--- src/rtl/swm_pkg.sv ---
`timescale 1ns / 1ps
`default_nettype none
// ----------------------------------------------------------------------------
// swm_pkg
// Shared types and fixed constants of the sliding window median core.
// ----------------------------------------------------------------------------
package swm_pkg;

    // fixed port widths
    localparam int SAMPLE_PORT_W = 32;
    localparam int MEDIAN_W      = 33;
    localparam int CFG_W         = 7;

    // window size after reset
    localparam int CFG_RESET     = 3;

    // per-cycle control handed to every cell of the row
    typedef struct packed {
        logic step;         // a sample transaction updates the row
        logic below;        // the leaving entry sits at a lower index
        logic at_or_below;  // the leaving entry sits at this index or lower
    } swm_ctl_t;

endpackage : swm_pkg
`default_nettype wire

--- src/rtl/swm_cell.sv ---
`timescale 1ns / 1ps
`default_nettype none
// ----------------------------------------------------------------------------
// swm_cell
// One slot of the sorted row: holds a sample and its age, compares it with
// the incoming sample and takes its next contents from itself, a neighbor or
// the incoming sample.
// ----------------------------------------------------------------------------
module swm_cell #(
    parameter int DATA_W = 32,
    parameter int AGE_W  = 6
) (
    input  wire                       clk,
    input  swm_pkg::swm_ctl_t         ctl,
    input  wire signed [DATA_W-1:0]   sample,
    input  wire                       valid,
    input  wire                       full,
    input  wire        [AGE_W-1:0]    last_age,
    input  wire signed [DATA_W-1:0]   lo_value,
    input  wire        [AGE_W-1:0]    lo_age,
    input  wire                       lo_le,
    input  wire signed [DATA_W-1:0]   hi_value,
    input  wire        [AGE_W-1:0]    hi_age,
    input  wire                       hi_le,
    output logic signed [DATA_W-1:0]  value,
    output logic        [AGE_W-1:0]   age,
    output logic                      le,
    output logic                      rem
);
    import swm_pkg::*;

    logic signed [DATA_W-1:0] value_reg, value_next;
    logic        [AGE_W-1:0]  age_reg, age_next;
    logic signed [DATA_W-1:0] self_value, down_value;
    logic        [AGE_W-1:0]  self_age, down_age;
    logic                     self_le, down_le;

    // local compare and removal flags
    assign le  = valid && (value_reg <= sample);
    assign rem = full && valid && (age_reg == last_age);

    // view of the row after the leaving entry is squeezed out
    always_comb
    begin
        self_value = ctl.at_or_below ? hi_value : value_reg;
        self_age   = ctl.at_or_below ? hi_age   : age_reg;
        self_le    = ctl.at_or_below ? hi_le    : le;
        down_value = ctl.below ? value_reg : lo_value;
        down_age   = ctl.below ? age_reg   : lo_age;
        down_le    = ctl.below ? le        : lo_le;
    end

    // keep, take the new sample, or shift up from below
    always_comb
    begin
        if (self_le)
        begin
            value_next = self_value;
            age_next   = self_age + 1'b1;
        end
        else if (down_le)
        begin
            value_next = sample;
            age_next   = '0;
        end
        else
        begin
            value_next = down_value;
            age_next   = down_age + 1'b1;
        end
    end

    always_ff @(posedge clk)
    begin
        if (ctl.step)
        begin
            value_reg <= value_next;
            age_reg   <= age_next;
        end
    end

    assign value = value_reg;
    assign age   = age_reg;

endmodule : swm_cell
`default_nettype wire

--- config.mk ---
export PLATFORM = sky130hd
export DESIGN_NAME = swm_cell
export DESIGN_NICKNAME = d
export VERILOG_FILES = /design/src/rtl/swm_pkg.sv /design/src/rtl/swm_cell.sv
export SDC_FILE = /design/constraint.sdc
export NUM_CORES = 1
export LEC_CHECK = 0
export BUFFER_PORTS_ARGS = -buffer_cell sky130_fd_sc_hd__buf_2
export CORE_UTILIZATION = 23
export DETAILED_ROUTE_END_ITERATION = 7
export GPL_TIMING_DRIVEN = 1
export SLEW_MARGIN = 0
export SYNTH_ARGS = -nofsm -noshare
export SYNTH_HDL_FRONTEND = slang
export SYNTH_SLANG_ARGS = --single-unit
export TNS_END_PERCENT = 10
--- constraint.sdc ---
create_clock -name clk -period 9.84 [get_ports clk]
set_input_delay 0.492 -clock clk [delete_from_list [all_inputs] [get_ports clk]]
set_output_delay 0.492 -clock clk [all_outputs]
set_load 0.05 [all_outputs]
Word-level counts from Yosys, hierarchy flattened. Cells that the tools add are included.

Bits in latches: 0. Input bits: 122. Output and inout port bits: 40. Logic and storage cells: 22. Memory bits (read-only): 0. Memories kept: 0. RAM bits: 0. Bits in registers: 38.

Shifts and indexed selects: 0. Muxes and demuxes: 10. Add/subtract/negate cells: 2. Magnitude comparators: 1. Reduce and logical (&&, ||, !) cells: 4. Divide/modulo/power cells: 0. Multipliers: 0. Bitwise gates (word level): 0. Eq/ne operators: 3.

Operator list (count): 2-to-1 mux 32 bit (4); less-or-equal comparator 32 bit (1); 2-to-1 mux 6 bit (4); adder 6 x 1 -> 6 bit, second input constant (2); == test 6 bit (1); logical AND 1 bit (3); inequality test 3 x 1 -> 1 bit, second input constant (1); AND reduction 3 bit (1); 2-to-1 mux 1 bit (2); inequality test 2 bit, second input constant (1).

Depth between registers and ports, before layout. Gate-level depths: netlist of the first run.

Word-level depth: 5. Depth in mapped cells: 11. Depth with buffers taken out: 10.

Least setup slack after synthesis of the first run. OpenSTA, ideal clock, no wires.

Path type: reg-to-reg. Start point: reg value_reg[18], in the netlist value[18]. End point: reg value_reg[0], in the netlist value[0], enable pin. Data required time: 9448 ps. Setup slack: 5805 ps. Stages on the path, launching flop included: 10. Library setup time: 392 ps. Data arrival time: 3643 ps. Cells stage by stage: edfxtp_1 ha_1 a211o_1 o221a_2 o311ai_4 a31oi_1 nor4_4 o21ai_0 o21ai_0 and2_1.

Cells in the longest elaborated chain, start to end: 5. Elaborated cells on any way between the ends: 7.

Ends and longest elaborated chain: from (decl) (RTL line swm_cell.sv:32) `logic signed [DATA_W-1:0] value_reg, value_next;`; from (signal assigned) (RTL line swm_cell.sv:77) `value_reg <= value_next;`; less-or-equal comparator 32 bit * (RTL line swm_cell.sv:39) `assign le = valid && (value_reg <= sample);`; logical AND 1 bit * (RTL line swm_cell.sv:39); named net le (RTL line swm_cell.sv:27) `output logic le,`; 2-to-1 mux 1 bit, on equally long branches (RTL line swm_cell.sv:47, swm_cell.sv:50); inequality test 3 x 1 -> 1 bit (no line) / inequality test 2 bit (equally long branches); AND reduction 3 bit (no line) *.

The timed path passes the listed nets; every way through them passes the cells marked *. A chain may end at the register's enable or synchronous reset.

Worst setup path in the final report of the first run.
Start point: reg value_reg[18], in the netlist value[18]. End point: reg age_reg[2], in the netlist age[2], data pin.

Cells in the longest elaborated chain, start to end: 5. Elaborated cells on any way between the ends: 6.

Ends and longest elaborated chain: less-or-equal comparator 32 bit * (RTL line swm_cell.sv:39); logical AND 1 bit * (RTL line swm_cell.sv:39); 2-to-1 mux 1 bit (RTL line swm_cell.sv:50) `down_le = ctl.below ? le : lo_le;`; 2-to-1 mux 6 bit (RTL line swm_cell.sv:61) `else if (down_le)`; 2-to-1 mux 6 bit * (RTL line swm_cell.sv:56) `if (self_le)`; named net age_next[2] (RTL line swm_cell.sv:33) `logic [AGE_W-1:0] age_reg, age_next;`; to (signal assigned) (RTL line swm_cell.sv:78) `age_reg <= age_next;`; to (decl) (RTL line swm_cell.sv:33).

Marked as above.

==> impl_metrics.yaml, run 1 <==
timing:
  finalMaxSlewViolations: 0
  fmax_mhz: 257
  fin_skew_ns: 0.00502
  hold_violations: 0
  layout_min_cycle_time_ns: 3.89
  relSlewSlack_pct: 22.3
  finalCritPeriodShare_pct: 39.6
  tightest_slew_ns: 1.14
  rsz0062_at_grt: "no"
  setup-tns-final_ns: 0
  finalSetupViolCount: 0
final_layout:
  largest_reg_flops: 32
  nets: 676
  drive_gt1_share_pct: 35.4
  regArea_um2: 1140
  nFillCells: 1492
  final_util_pct: 31.5
  multi_input_area_um2: 1940
  syn2layout_area_growth_pct: 32.8
  mostFrequentLayoutCells: "buf_2 (161), nand3_1 (42), edfxtp_1 (38)"
  final_common_cell: "buf_2"
floorplanning:
  io_pins: 162
  rows: 43
  core_area_um2: 13900
  die-area_um2: 14900
  fp.dieW_um: 122
  initial_core_util_pct: 23.7
  die_height_um: 122
setup_path:
  crit_start: "value[18]$_DFFE_PP_"
  crit_chain: "ha_1 > a211o_1 > o221a_2 > o311ai_4 > and4bb_1 > nor4_4 > mux2i_4 > buf_4 > o21ai_2 > o22ai_1"
  path_max_fanout: 41
  crit_type: "flip-flop to flip-flop"
  r2r_start: "value[18]$_DFFE_PP_"
  cp-endpoint: "age[2]$_DFFE_PP_"
  cp-start-kind: "flip-flop"
  critPathMaxStageDelay_ns: 0.89
  required_ns: 9.96
  reg2reg_slack_ns: 5.95
  slowest_stage: "mux2i_4"
  endpoint_kind: "flip-flop"
  worst_r2r_path_depth: 10
  arrival_ns: 4.02
  rr_endpoint: "age[2]$_DFFE_PP_"
detailed_routing:
  vias: 3389
  ant_nets: 0
  route.detailed.drc: 0
  wire_per_inst_um: 15.5
  viasPerCell: 4.83
  firstDrtPassIters: 5
  drt_iter0_drc: 117
  routed_wl_mm: 10.9
place:
  hpwl_mm: 8.34
  globalplace.congestion: 0.796
  numPortBuffers: 161
synthesis:
  synth-seq-area-share_pct: 34.5
  async_reset_ff_share_pct: 0
  yosysUniqueCellTypes: 46
  dominantRegCellSynth: "edfxtp_1"
  ys_warn_count: 0
  synth_edf_count: 38
  avgSynthCellArea_um2: 8.89
  synth_cells: 372
  netlist_area_um2: 3310
  synth_fp_nets: 528
  synth-seq-cells: 38
clock_tree:
  post_cts_buffers: 0
  cts_tree: "built"
  path_clk_slew_ns: 0.06
  cts.repair.resized: 0
  clockBufferDepth: 2
  cts-hold-fix-buffers: 0
  clock_latency_ns: 0.28
  cts-root-buf: "clkbuf_16"
  cts_inserted_buffers: 5
  htree_num_levels: 2
  clkSinkCount: 38
power_and_ir_drop:
  power.ir.vdd_worst_v: 0.0000511
  power_density_nw_per_um2: 148
  leakage_nw: 2.00
global_route:
  busiest_layer: "met2"
  grt_max_degree: 42
  overflow: 0
  grt_pass1_wl_mm: 16.3
  antenna_found_initial: 1
  met1_usage_pct: 17.0
  grt_usage_pct: 14.5
  grt_pass1_vias: 3316
  use_met2_pct: 26.8
  grt_use_met3_pct: 2.90
worst_hold_path:
  hp-class: "input pin to flip-flop"
  min_from: "ctl[2]"
status:
  status: "completed"
job:
  cap_violations: 0
==> worst max-delay path, delay by kind of cell (launching register included) <==
| family | cells | cell delay, ns |
|---|---|---|
| multiplexers | 1 | 0.89 |
| buffers and inverters | 1 | 0.47 |
| adder cells (fa/ha/maj) | 1 | 0.34 |
| AND/OR/NAND/NOR | 2 | 0.38 |
| flip-flops | 1 | 0.40 |
| AO/OA/AOI/OAI | 5 | 1.25 |
==> per-stage QoR <==
| step | setup WS (ns) | total power, mW | std cells | cell area (um^2) | hold slack (ns) |
|---|---|---|---|---|---|
| finish | 5.95 | 0.651 | 701 | 4390 | 0.542 |
| global route | 5.62 | 0.689 | 700 | 4390 | 0.555 |
| CTS | 5.91 | 0.659 | 700 | 4390 | 0.543 |
| detailed placement | 5.73 | 0.502 | 693 | 4260 | 0.823 |
| global placement | 5.83 | 0.495 | 693 | 4260 | 0.836 |
| floorplan | 5.81 | 0.417 | 372 | 3310 | 0.604 |
==> synth_stat cells, types with 2 or more instances <==
cell / count / share of area, %
a311oi_1: 2 / 0.53
o22ai_1: 6 / 1.1
nand3_1: 42 / 6.4
ha_1: 34 / 13
a21o_1: 2 / 0.45
mux2i_1: 7 / 2.1
and4_1: 6 / 1.6
o21ai_0: 14 / 2.1
xnor2_1: 8 / 2.1
o21ai_1: 26 / 3.9
buf_6: 4 / 1.4
nor2b_1: 2 / 0.38
a21oi_1: 13 / 2.0
inv_1: 35 / 4.0
a31oi_1: 34 / 6.4
clkbuf_1: 10 / 1.1
edfxtp_1: 38 / 35
xor2_1: 6 / 1.6
nand4_1: 2 / 0.38
nor2_1: 35 / 4.0
nand2_1: 11 / 1.2
buf_2: 7 / 1.1
mux2_2: 5 / 1.7
==> cells by family after synthesis <==
family | synth area share, %
AND/OR/NAND/NOR | 16.6
AO/OA/AOI/OAI | 19.7
buffers and inverters | 7.65
flip-flops | 34.5
adder cells (fa/ha/maj) | 12.9
XOR/XNOR | 3.71
multiplexers | 4.96
==> worst min-delay path by stage <==
stage	to	depth (start not counted)
after floorplan	age[0]$_DFFE_PP_	0
after global placement	age[5]$_DFFE_PP_	1
after detailed placement	age[4]$_DFFE_PP_	1
after CTS	age[4]$_DFFE_PP_	1
after global routing	age[4]$_DFFE_PP_	1
final	age[4]$_DFFE_PP_	1
==> where the power goes <==
group	switching, mW	internal [mW]	leakage (nW)
registers	0.0160	0.208	0.361
clock network	0.0620	0.0928	0.0640
logic	0.182	0.0904	1.58
==> layer usage <==
metal,routed length [um],share of wire (%)
met5,0,0
met4,109,1.0
met3,603,5.5
met2,5470,50
met1,4690,43
==> final cells by class <==
type	instances	area share [%]
diodes	1	0.0570
clock buffers	7	3.02
inverters	35	2.99
multi-input cells	277	44.1
flip-flops and latches	38	26.0
well taps	180	5.13
repair buffers	163	18.7
Power figures use the tool's default switching activity.
==> inputs of run 2 (changes only) <==
==> constraint.sdc (replaced) <==
create_clock -name clk -period 3.45 [get_ports clk]
set_input_delay 0.1725 -clock clk [delete_from_list [all_inputs] [get_ports clk]]
set_output_delay 0.1725 -clock clk [all_outputs]
set_load 0.05 [all_outputs]
==> run 2 against run 1 <==
Power rose to 2.9 times the previous value. Fmax grew 21%. Die area is the same. Largest power group unchanged.
==> impl_metrics.yaml, run 2 (synthesis results as in run 1) <==
clock_tree:
  clock_latency_ns: 0.28
  htree_num_levels: 2
  cts-root-buf: "clkbuf_16"
  clkSinkCount: 38
  cts_tree: "built"
  cts-hold-fix-buffers: 0
  path_clk_slew_ns: 0.06
  cts_inserted_buffers: 5
  cts.repair.resized: 0
  clockBufferDepth: 2
  post_cts_buffers: 0
timing:
  rsz0062_at_grt: "no"
  hold-worst-slack_ns: 0.236
  finalSetupViolCount: 0
  relSlewSlack_pct: 36.3
  tightest_slew_ns: 0.954
  hold_violations: 0
  layout_min_cycle_time_ns: 3.22
  finalCritPeriodShare_pct: 93.3
  fmax_mhz: 311
  finalMaxSlewViolations: 0
  fin_skew_ns: 0.00492
global_route:
  grt_max_degree: 33
  grt_pass1_vias: 3280
  grt_usage_pct: 14.5
  antenna_found_initial: 0
  overflow: 0
  grt_pass1_wl_mm: 16.7
detailed_routing:
  viasPerCell: 4.86
  ant_nets: 0
  route.detailed.drc: 0
  wire_per_inst_um: 15.4
  drt_iter0_drc: 125
  firstDrtPassIters: 4
  vias: 3422
  routed_wl_mm: 10.9
setup_path:
  arrival_ns: 3.32
  crit_type: "flip-flop to flip-flop"
  endpoint_kind: "flip-flop"
  crit_start: "value[15]$_DFFE_PP_"
  cp-start-kind: "flip-flop"
  r2r_start: "value[15]$_DFFE_PP_"
  path_max_fanout: 26
  required_ns: 3.55
floorplanning:
  fp.dieW_um: 122
  initial_core_util_pct: 23.7
  io_pins: 162
  core_area_um2: 13900
  rows: 43
  die-area_um2: 14900
  die_height_um: 122
power_and_ir_drop:
  power.ir.vdd_worst_v: 0.000184
  power_density_nw_per_um2: 425
  leakage_nw: 2.04
final_layout:
  diodes: 0
  mostFrequentLayoutCells: "buf_2 (161), nand3_1 (42), edfxtp_1 (38)"
  nFillCells: 1482
  drive_gt1_share_pct: 36.1
  syn2layout_area_growth_pct: 34.8
  largest_reg_flops: 32
  nets: 679
  final_util_pct: 32.0
  final-instance-count-excl-fill: 704
  final_common_cell: "buf_2"
status:
  status: "completed"
worst_hold_path:
  min_from: "hi_value[30]"
  hp-class: "input pin to flip-flop"
place:
  place_inst: 696
  numPortBuffers: 161
  globalplace.congestion: 0.810
  hpwl_mm: 8.47
job:
  cap_violations: 0
run 2: cell count changes in the layout (fill, tap and decap cells not counted), sizes merged:
cell / change
buf: +3
clkbuf: -1
clkinv: +2
diode: -1
run 2: final cells by class:
cell class	count	area (um^2)	share of cell area, %
multi-input cells	277	1950	43.8
well taps	180	225	5.05
repair buffers	166	868	19.5
flip-flops and latches	38	1140	25.6
clock inverters	2	8.76	0.197
inverters	35	131	2.95
clock buffers	6	129	2.89
run 2: critical path, cell delays in order (launching register included):
cell	delay, ns
edfxtp_1	0.40
ha_1	0.31
and4_1	0.26
nand3_1	0.18
a21o_1	0.23
a311oi_1	0.41
nor4_4	0.12
mux2i_4	0.62
buf_12	0.25
nor2_1	0.05
a31oi_1	0.20
run 2: power by group:
| group | internal, mW | leakage [nW] | switching, mW | total (mW) |
|---|---|---|---|---|
| Combinational | 0.274 | 1.61 | 0.527 | 0.802 |
| Sequential | 0.592 | 0.361 | 0.0412 | 0.633 |
| Clock | 0.265 | 0.0683 | 0.195 | 0.460 |
run 2: per-stage QoR:
| step | TNS, ns | worst slack [ns] | instance area (um^2) | power [mW] |
|---|---|---|---|---|
| after floorplan | -3.33 | -0.0922 | 3320 | 1.19 |
| after detailed placement | 0 | 0.227 | 4320 | 1.45 |
| final | 0 | 0.232 | 4460 | 1.89 |
| after global routing | 0 | 0.00779 | 4460 | 2.00 |
| after CTS | 0 | 0.212 | 4460 | 1.91 |
| after global placement | 0 | 0.272 | 4320 | 1.43 |
run 2: path summary, 6_finish.rpt:
| kind | slack (ns) | cells after the start | to |
|---|---|---|---|
| hold reg to reg | 0.85 | 2 | age[0]$_DFFE_PP_ |
| setup reg to reg | 0.23 | 10 | value[5]$_DFFE_PP_ |
| setup / recovery | 0.23 | 10 | value[5]$_DFFE_PP_ |
| hold / removal | 0.24 | 3 | value[30]$_DFFE_PP_ |
run 2: metal layers:
metal  wire [um]  part of all wire [%]  vias to the layer above  GRT usage, %
li1            -                     -                     1685             -
met1        4780                    44                     1597          18.3
met2        5330                    49                      128          26.4
met3         660                   6.1                       12          1.97
met4          93                  0.86                        0          2.31
met5           0                     0                        -             0
